File: config.mk
export PLATFORM = sky130hd
export DESIGN_NAME = tht_cell
export DESIGN_NICKNAME = d
export VERILOG_FILES = /design/src/rtl/core/tht_pkg.sv /design/src/rtl/core/tht_cell.sv
export SDC_FILE = /design/constraint.sdc
export NUM_CORES = 1
export LEC_CHECK = 0
export BUFFER_PORTS_ARGS = -buffer_cell sky130_fd_sc_hd__buf_2
export CORE_AREA = 3 3 172 174
export DETAILED_ROUTE_END_ITERATION = 7
export DIE_AREA = 0 0 175 177
export PLACE_DENSITY_LB_ADDON = 0.12
export SYNTH_ARGS = -nofsm -noshare
export SYNTH_HDL_FRONTEND = slang
export SYNTH_SLANG_ARGS = --single-unit
File: constraint.sdc
create_clock -name clk -period 11.05 [get_ports clk]
set_clock_uncertainty 0.05 [all_clocks]
set_input_delay 1.6575 -clock clk [delete_from_list [all_inputs] [get_ports clk]]
set_output_delay 1.6575 -clock clk [all_outputs]
set_load 0.05 [all_outputs]
File: src/rtl/core/tht_pkg.sv
// Shared types and codes of the TCP handshake flow tracker.
// Used by the slot cell, the top level and the port checker; depends on nothing.
package tht_pkg;

  // Operation codes carried in the input tuser.
  localparam logic [1:0] OP_SEGMENT  = 2'd0;
  localparam logic [1:0] OP_REGISTER = 2'd1;
  localparam logic [1:0] OP_CANCEL   = 2'd2;
  localparam logic [1:0] OP_TICK     = 2'd3;

  // Result kinds.
  localparam logic [1:0] KIND_WATCH  = 2'd0;
  localparam logic [1:0] KIND_OK     = 2'd1;
  localparam logic [1:0] KIND_FAIL   = 2'd2;
  localparam logic [1:0] KIND_INJECT = 2'd3;

  // Failure causes.
  localparam logic [3:0] FR_TOO_BIG          = 4'd0;
  localparam logic [3:0] FR_RST_PRE_SYNACK   = 4'd1;
  localparam logic [3:0] FR_RST_PRE_SYNACK2  = 4'd2;
  localparam logic [3:0] FR_RST_PRE_ACK      = 4'd3;
  localparam logic [3:0] FR_OUT_AFTER_FAKE   = 4'd4;
  localparam logic [3:0] FR_NO_SYN           = 4'd5;
  localparam logic [3:0] FR_ACK_MISMATCH     = 4'd6;
  localparam logic [3:0] FR_SEQ_CHANGE       = 4'd7;
  localparam logic [3:0] FR_RST_GOT          = 4'd8;
  localparam logic [3:0] FR_UNEXP_IN         = 4'd9;
  localparam logic [3:0] FR_RST_GOT2         = 4'd10;
  localparam logic [3:0] FR_RST_AFTER_FAKE   = 4'd11;
  localparam logic [3:0] FR_UNEXP_AFTER_FAKE = 4'd12;
  localparam logic [3:0] FR_TIMEOUT          = 4'd13;
  localparam logic [3:0] FR_BAD_FAKE         = 4'd14;
  localparam logic [3:0] FR_BUSY             = 4'd15;

  // Handshake phases of a slot.
  localparam logic [2:0] PH_WANT_SYN    = 3'd0;
  localparam logic [2:0] PH_WANT_SYNACK = 3'd1;
  localparam logic [2:0] PH_WANT_ACK    = 3'd2;
  localparam logic [2:0] PH_FAKE_SENT   = 3'd3;
  localparam logic [2:0] PH_DONE        = 3'd4;

  // TCP flag bit positions.
  localparam int FLAG_SYN = 1;
  localparam int FLAG_RST = 2;
  localparam int FLAG_ACK = 4;

  localparam logic [13:0] FAKE_MAX_BYTES  = 14'd8192;
  localparam logic [6:0]  MAX_RESULTS     = 7'd64;
  localparam logic [15:0] TIMEOUT_RESET   = 16'd8000;
  localparam logic [9:0]  PKT_LIMIT_RESET = 10'd512;

  // Which one-hot selection the cells use for reads and writes.
  typedef enum logic [2:0] {
    SEL_NONE,
    SEL_HIT,
    SEL_FREE_DONE,
    SEL_FREE,
    SEL_EXPIRED
  } sel_t;

  // Item fields broadcast to every cell.
  typedef struct packed {
    logic [1:0]  op;
    logic [15:0] id;
    logic [31:0] sip;
    logic [31:0] dip;
    logic [15:0] sport;
    logic [15:0] dport;
    logic [31:0] seq;
    logic [13:0] fake;
    logic [31:0] now1;
  } bcast_t;

  // Update of the selected cell.
  typedef struct packed {
    logic        we;
    logic        enroll;
    logic        kill;
    logic        set_phase;
    logic [2:0]  phase;
    logic        set_syn;
    logic        set_synack;
    logic [31:0] deadline;
  } cell_wr_t;

  // Priority carries passed from cell to cell.
  typedef struct packed {
    logic hit;
    logic fd;
    logic fr;
    logic exp1;
    logic exp2;
  } chain_t;

  // Contents of the selected cell, OR-collected along the row.
  typedef struct packed {
    logic [15:0] tag;
    logic [2:0]  phase;
    logic [13:0] fake;
    logic [31:0] syn;
    logic [31:0] synack;
    logic        fwd;
  } cell_rd_t;

endpackage

File: src/rtl/core/tht_cell.sv
// One flow slot of the tracker: its state, match and expiry checks, and its
// link in the priority and read chains. Depends on tht_pkg.
module tht_cell (
  input  logic              clk,
  input  logic              rst_n,
  input  tht_pkg::bcast_t   bc,
  input  logic              chk,
  input  logic              pick,
  input  tht_pkg::sel_t     code,
  input  tht_pkg::cell_wr_t wr,
  input  tht_pkg::chain_t   cin,
  output tht_pkg::chain_t   cout,
  input  tht_pkg::cell_rd_t rin,
  output tht_pkg::cell_rd_t rout
);

  logic        active_r;
  logic [2:0]  phase_r;
  logic [15:0] tag_r;
  logic [31:0] lip_r;
  logic [31:0] rip_r;
  logic [15:0] lport_r;
  logic [15:0] rport_r;
  logic [13:0] fake_r;
  logic [31:0] syn_r;
  logic [31:0] synack_r;
  logic [31:0] dl_r;
  logic        hit_r, fwd_r, fd_r, fr_r, exp_r;
  logic        shit_r, sfd_r, sfr_r;
  logic        fwd_m, rev_m, expd, sel;
  logic [31:0] diff;

  assign fwd_m = active_r && lip_r == bc.sip && lport_r == bc.sport &&
                 rip_r == bc.dip && rport_r == bc.dport;
  assign rev_m = active_r && rip_r == bc.sip && rport_r == bc.sport &&
                 lip_r == bc.dip && lport_r == bc.dport;
  assign diff  = bc.now1 - dl_r;
  assign expd  = active_r && diff != 32'd0 && !diff[31];

  always_comb begin
    unique case (code)
      tht_pkg::SEL_HIT:       sel = shit_r;
      tht_pkg::SEL_FREE_DONE: sel = sfd_r;
      tht_pkg::SEL_FREE:      sel = sfr_r;
      tht_pkg::SEL_EXPIRED:   sel = exp_r && !cin.exp1;
      default:                sel = 1'b0;
    endcase
  end

  assign cout.hit  = cin.hit | hit_r;
  assign cout.fd   = cin.fd | fd_r;
  assign cout.fr   = cin.fr | fr_r;
  assign cout.exp1 = cin.exp1 | exp_r;
  assign cout.exp2 = cin.exp2 | (cin.exp1 & exp_r);

  assign rout.tag    = rin.tag | (sel ? tag_r : 16'd0);
  assign rout.phase  = rin.phase | (sel ? phase_r : 3'd0);
  assign rout.fake   = rin.fake | (sel ? fake_r : 14'd0);
  assign rout.syn    = rin.syn | (sel ? syn_r : 32'd0);
  assign rout.synack = rin.synack | (sel ? synack_r : 32'd0);
  assign rout.fwd    = rin.fwd | (sel & fwd_r);

  always_ff @(posedge clk) begin
    if (!rst_n) begin
      active_r <= 1'b0;
      phase_r  <= tht_pkg::PH_WANT_SYN;
      hit_r    <= 1'b0;
      fwd_r    <= 1'b0;
      fd_r     <= 1'b0;
      fr_r     <= 1'b0;
      exp_r    <= 1'b0;
      shit_r   <= 1'b0;
      sfd_r    <= 1'b0;
      sfr_r    <= 1'b0;
    end else begin
      if (chk) begin
        hit_r <= fwd_m | rev_m;
        fwd_r <= fwd_m;
        fd_r  <= !active_r && phase_r == tht_pkg::PH_DONE;
        fr_r  <= !active_r;
        exp_r <= bc.op == tht_pkg::OP_TICK && expd;
        if (bc.op == tht_pkg::OP_CANCEL && active_r && tag_r == bc.id) begin
          active_r <= 1'b0;
          phase_r  <= tht_pkg::PH_DONE;
        end
      end
      if (pick) begin
        shit_r <= hit_r & !cin.hit;
        sfd_r  <= fd_r & !cin.fd;
        sfr_r  <= fr_r & !cin.fr;
      end
      if (wr.we && sel) begin
        if (wr.enroll) begin
          active_r <= 1'b1;
          phase_r  <= tht_pkg::PH_WANT_SYN;
          tag_r    <= bc.id;
          lip_r    <= bc.sip;
          rip_r    <= bc.dip;
          lport_r  <= bc.sport;
          rport_r  <= bc.dport;
          fake_r   <= bc.fake;
          syn_r    <= 32'd0;
          synack_r <= 32'd0;
          dl_r     <= wr.deadline;
        end else begin
          if (wr.set_phase) phase_r <= wr.phase;
          if (wr.set_syn) syn_r <= bc.seq;
          if (wr.set_synack) synack_r <= bc.seq;
          if (wr.kill) begin
            active_r <= 1'b0;
            phase_r  <= tht_pkg::PH_DONE;
            exp_r    <= 1'b0;
          end
        end
      end
    end
  end

endmodule

==> results.yml <==
grt:
  grt_max_degree: 159
  gr-usage-met1: 0.380
  grt-ovfl-total: 0
  antenna_found_initial: 8
  grt_pass1_wl_um: 66100
  grtUsageMet2: 0.474
  grtUsageTotal: 0.286
  grt_util_met3: 0.0671
  grt_busiest_layer: "met2"
  first_global_vias: 10700
worst_setup_path:
  crit_buf_inv: 2
  arrival_ps: 3630
  cpMostUsedCell: "buf_2"
  cp_cell_sequence: "buf_2 > mux2i_1 > a211oi_1 > a21o_4 > a21o_1 > buf_2"
  crit_path_end_kind: "primary output"
  cp.required_ps: 9340
  cp-start-kind: "input port"
  slowest_stage: "a21o_4"
  crit_type: "input port to primary output"
  slowest_delay_ps: 730
  path_delay_family: "compound AO/OA/AOI/OAI gates"
  critical_path.max_fanout: 102
finish:
  final_common_cell: "buf_2"
  area_growth_pct: 27.3
  mostFrequentLayoutCells: "buf_2 (445), edfxtp_1 (222), a21o_1 (108)"
  drive_gt1_frac: 0.319
  finalNetCount: 1921
clocking:
  cts_hold_buf: 0
  clock_latency_ps: 540
  h-tree-depth: 1
  cts_resized: 0
  cts_tree: "built"
  path_clk_slew_ps: 60
  cts_setup_buffers: 0
  root_buffer: "clkbuf_16"
  cts_made_buffers: 27
  cts_sinks: 234
  clock_tree.buffer_depth: 3
routing:
  wl_per_cell_um: 23.9
  vias: 10800
  postRouteAntennaNets: 0
  drt_wl_total_um: 46500
  via_per_inst: 5.55
  drtIter0Drc: 1062
  drcViolationCount: 0
  dr.pass1.iters: 5
logic_synthesis:
  yosysTopAreaCell: "edfxtp_1"
  syn_area_um2: 12800
  synth-simple-area-share: 0.106
  yosys_register_bits: 234
  ys_seq_area_frac: 0.541
  yosysWarnings: 0
  synth_ff_type: "edfxtp_1"
  synth_cell_type_count: 66
  synth-compound-area-share: 0.168
  synth_area_leaders: "edfxtp_1 (52%), a21o_1 (6.4%), xor2_1 (5.6%), xnor2_1 (5.2%), ha_1 (3.0%)"
  async_reset_ff_frac: 0
  syn_avg_cell_area_um2: 11.6
  synth_top_area_frac: 0.522
  synth_xor_area_frac: 0.108
  synth_edf_count: 222
  synthMuxAreaShare: 0.00715
  synth_cells: 1098
  synth_adder_area_share: 0.0319
  syn_nets: 1473
  synth_top_family_by_area: "compound AO/OA/AOI/OAI gates"
sta:
  worst_pin_slew_ps: 968
  drv_slew: 0
  timing_hold_violations_final: 0
  fin_crit_ps: 5340
  maxSlewHeadroom: 0.355
  rsz0062_at_grt: "no"
  min_period_over_period: 0.483
  setup_violations: 0
  fin_setup_tns_ps: 0
  worst_slack_ps: 5710
  fmax_mhz: 187
floorplanning:
  chipWidth_um: 175
  start_util: 0.457
  die-area_um2: 31000
  rows: 61
  io-pin-count: 446
  die-height_um: 177
  coreArea_um2: 27900
job:
  maxCapViolations: 0
placed_design:
  portBuffers: 445
  dpl.hpwl_um: 37700
  pre_cts_ws_ps: 5760
  place_congestion: 0.994
worst_hold_path:
  hold_path.class: "register to register"
power:
  total_power_mw: 2.21
  power_density_nw_per_um2: 136
  p_leak_nw: 7.05
  vdd_drop_max_v: 0.000131
run_status:
  outcome: "finished, final reports clean"
[registers in the layout, summed over array words and instances, names as in the netlist, 14 cells and up]
name,flops
tag_r,16
lport_r,16
rip_r,32
lip_r,32
rport_r,16
fake_r,14
syn_r,32
dl_r,32
synack_r,32
[cell usage after synthesis (all sizes together) (4+ instances only)]
cell type,count
a221o,4
and2,5
or4,4
o21bai,6
or2,5
inv,101
nand2b,9
a22o,10
o22ai,24
clkbuf,25
nor4,35
a21o,109
a211oi,7
nor2b,43
a221oi,12
xor2,81
nand3,15
o211ai,7
xnor2,76
nand2,30
nor2,27
a21boi,7
mux2i,8
o21ai,22
edfxtp,222
dfxtp,12
a21oi,46
buf,4
ha,31
a22oi,7
nand4,34
and3,5
nor3,7
nand3b,6
o221ai,5
o2bb2ai,12
[power by group]
group,switching [mW],internal [mW],leakage [nW]
clock,0.355,0.511,0.411
combinational,0.231,0.127,4.55
sequential,0.00427,0.978,2.09
total,0.590,1.62,7.05
[path summary, 6_finish.rpt]
kind	cells after the start	from	slack [ps]	endpoint
setup / recovery	6	code[0]	5710	rout[19]
hold / removal	2	shit_r$_SDFFE_PN0P_	430	shit_r$_SDFFE_PN0P_
setup reg to reg	12	dl_r[0]$_DFFE_PP_	7220	exp_r$_SDFF_PN0_
hold reg to reg	2	shit_r$_SDFFE_PN0P_	430	shit_r$_SDFFE_PN0P_
[final cells by class]
| class | count | area (um2) |
|---|---|---|
| Fill cell | 2479 | 11700 |
| Sequential cell | 234 | 6910 |
| Multi-Input combinational cell | 734 | 5390 |
| Timing Repair Buffer | 448 | 2260 |
| Clock buffer | 36 | 739 |
| Tap cell | 378 | 473 |
| Inverter | 101 | 379 |
| Clock inverter | 9 | 96.3 |
| Antenna cell | 5 | 12.5 |
[metal layers]
layer  routed length [um]  vias up
li1                     -     5014
met1                19200     5203
met2                22100      502
met3                 3960       73
met4                 1270        6
met5                   35        -
[stage by stage]
stage	cells	cell area (um2)	hold WS, ps	util
3_5_place_dp	1895	15400	421	0.552
6_report	1945	16300	433	0.582
3_3_place_gp	1895	15400	419	0.552
4_1_cts	1940	16200	431	0.582
2_1_floorplan	1098	12800	402	-
5_1_grt	1944	16300	477	0.582
[kinds of logic after synthesis]
group	after synthesis
flops	234
compound gates	300
simple gates	236
buf+inv	130
fa+ha+maj	32
xor+xnor	157
mux	9
[worst min-delay path, stage by stage, from the launching register on]
cell and delay, ps:
dfxtp_1 310, nand2b_1 60, a21boi_0 60
No activity file was read; power rests on OpenSTA's default activity.
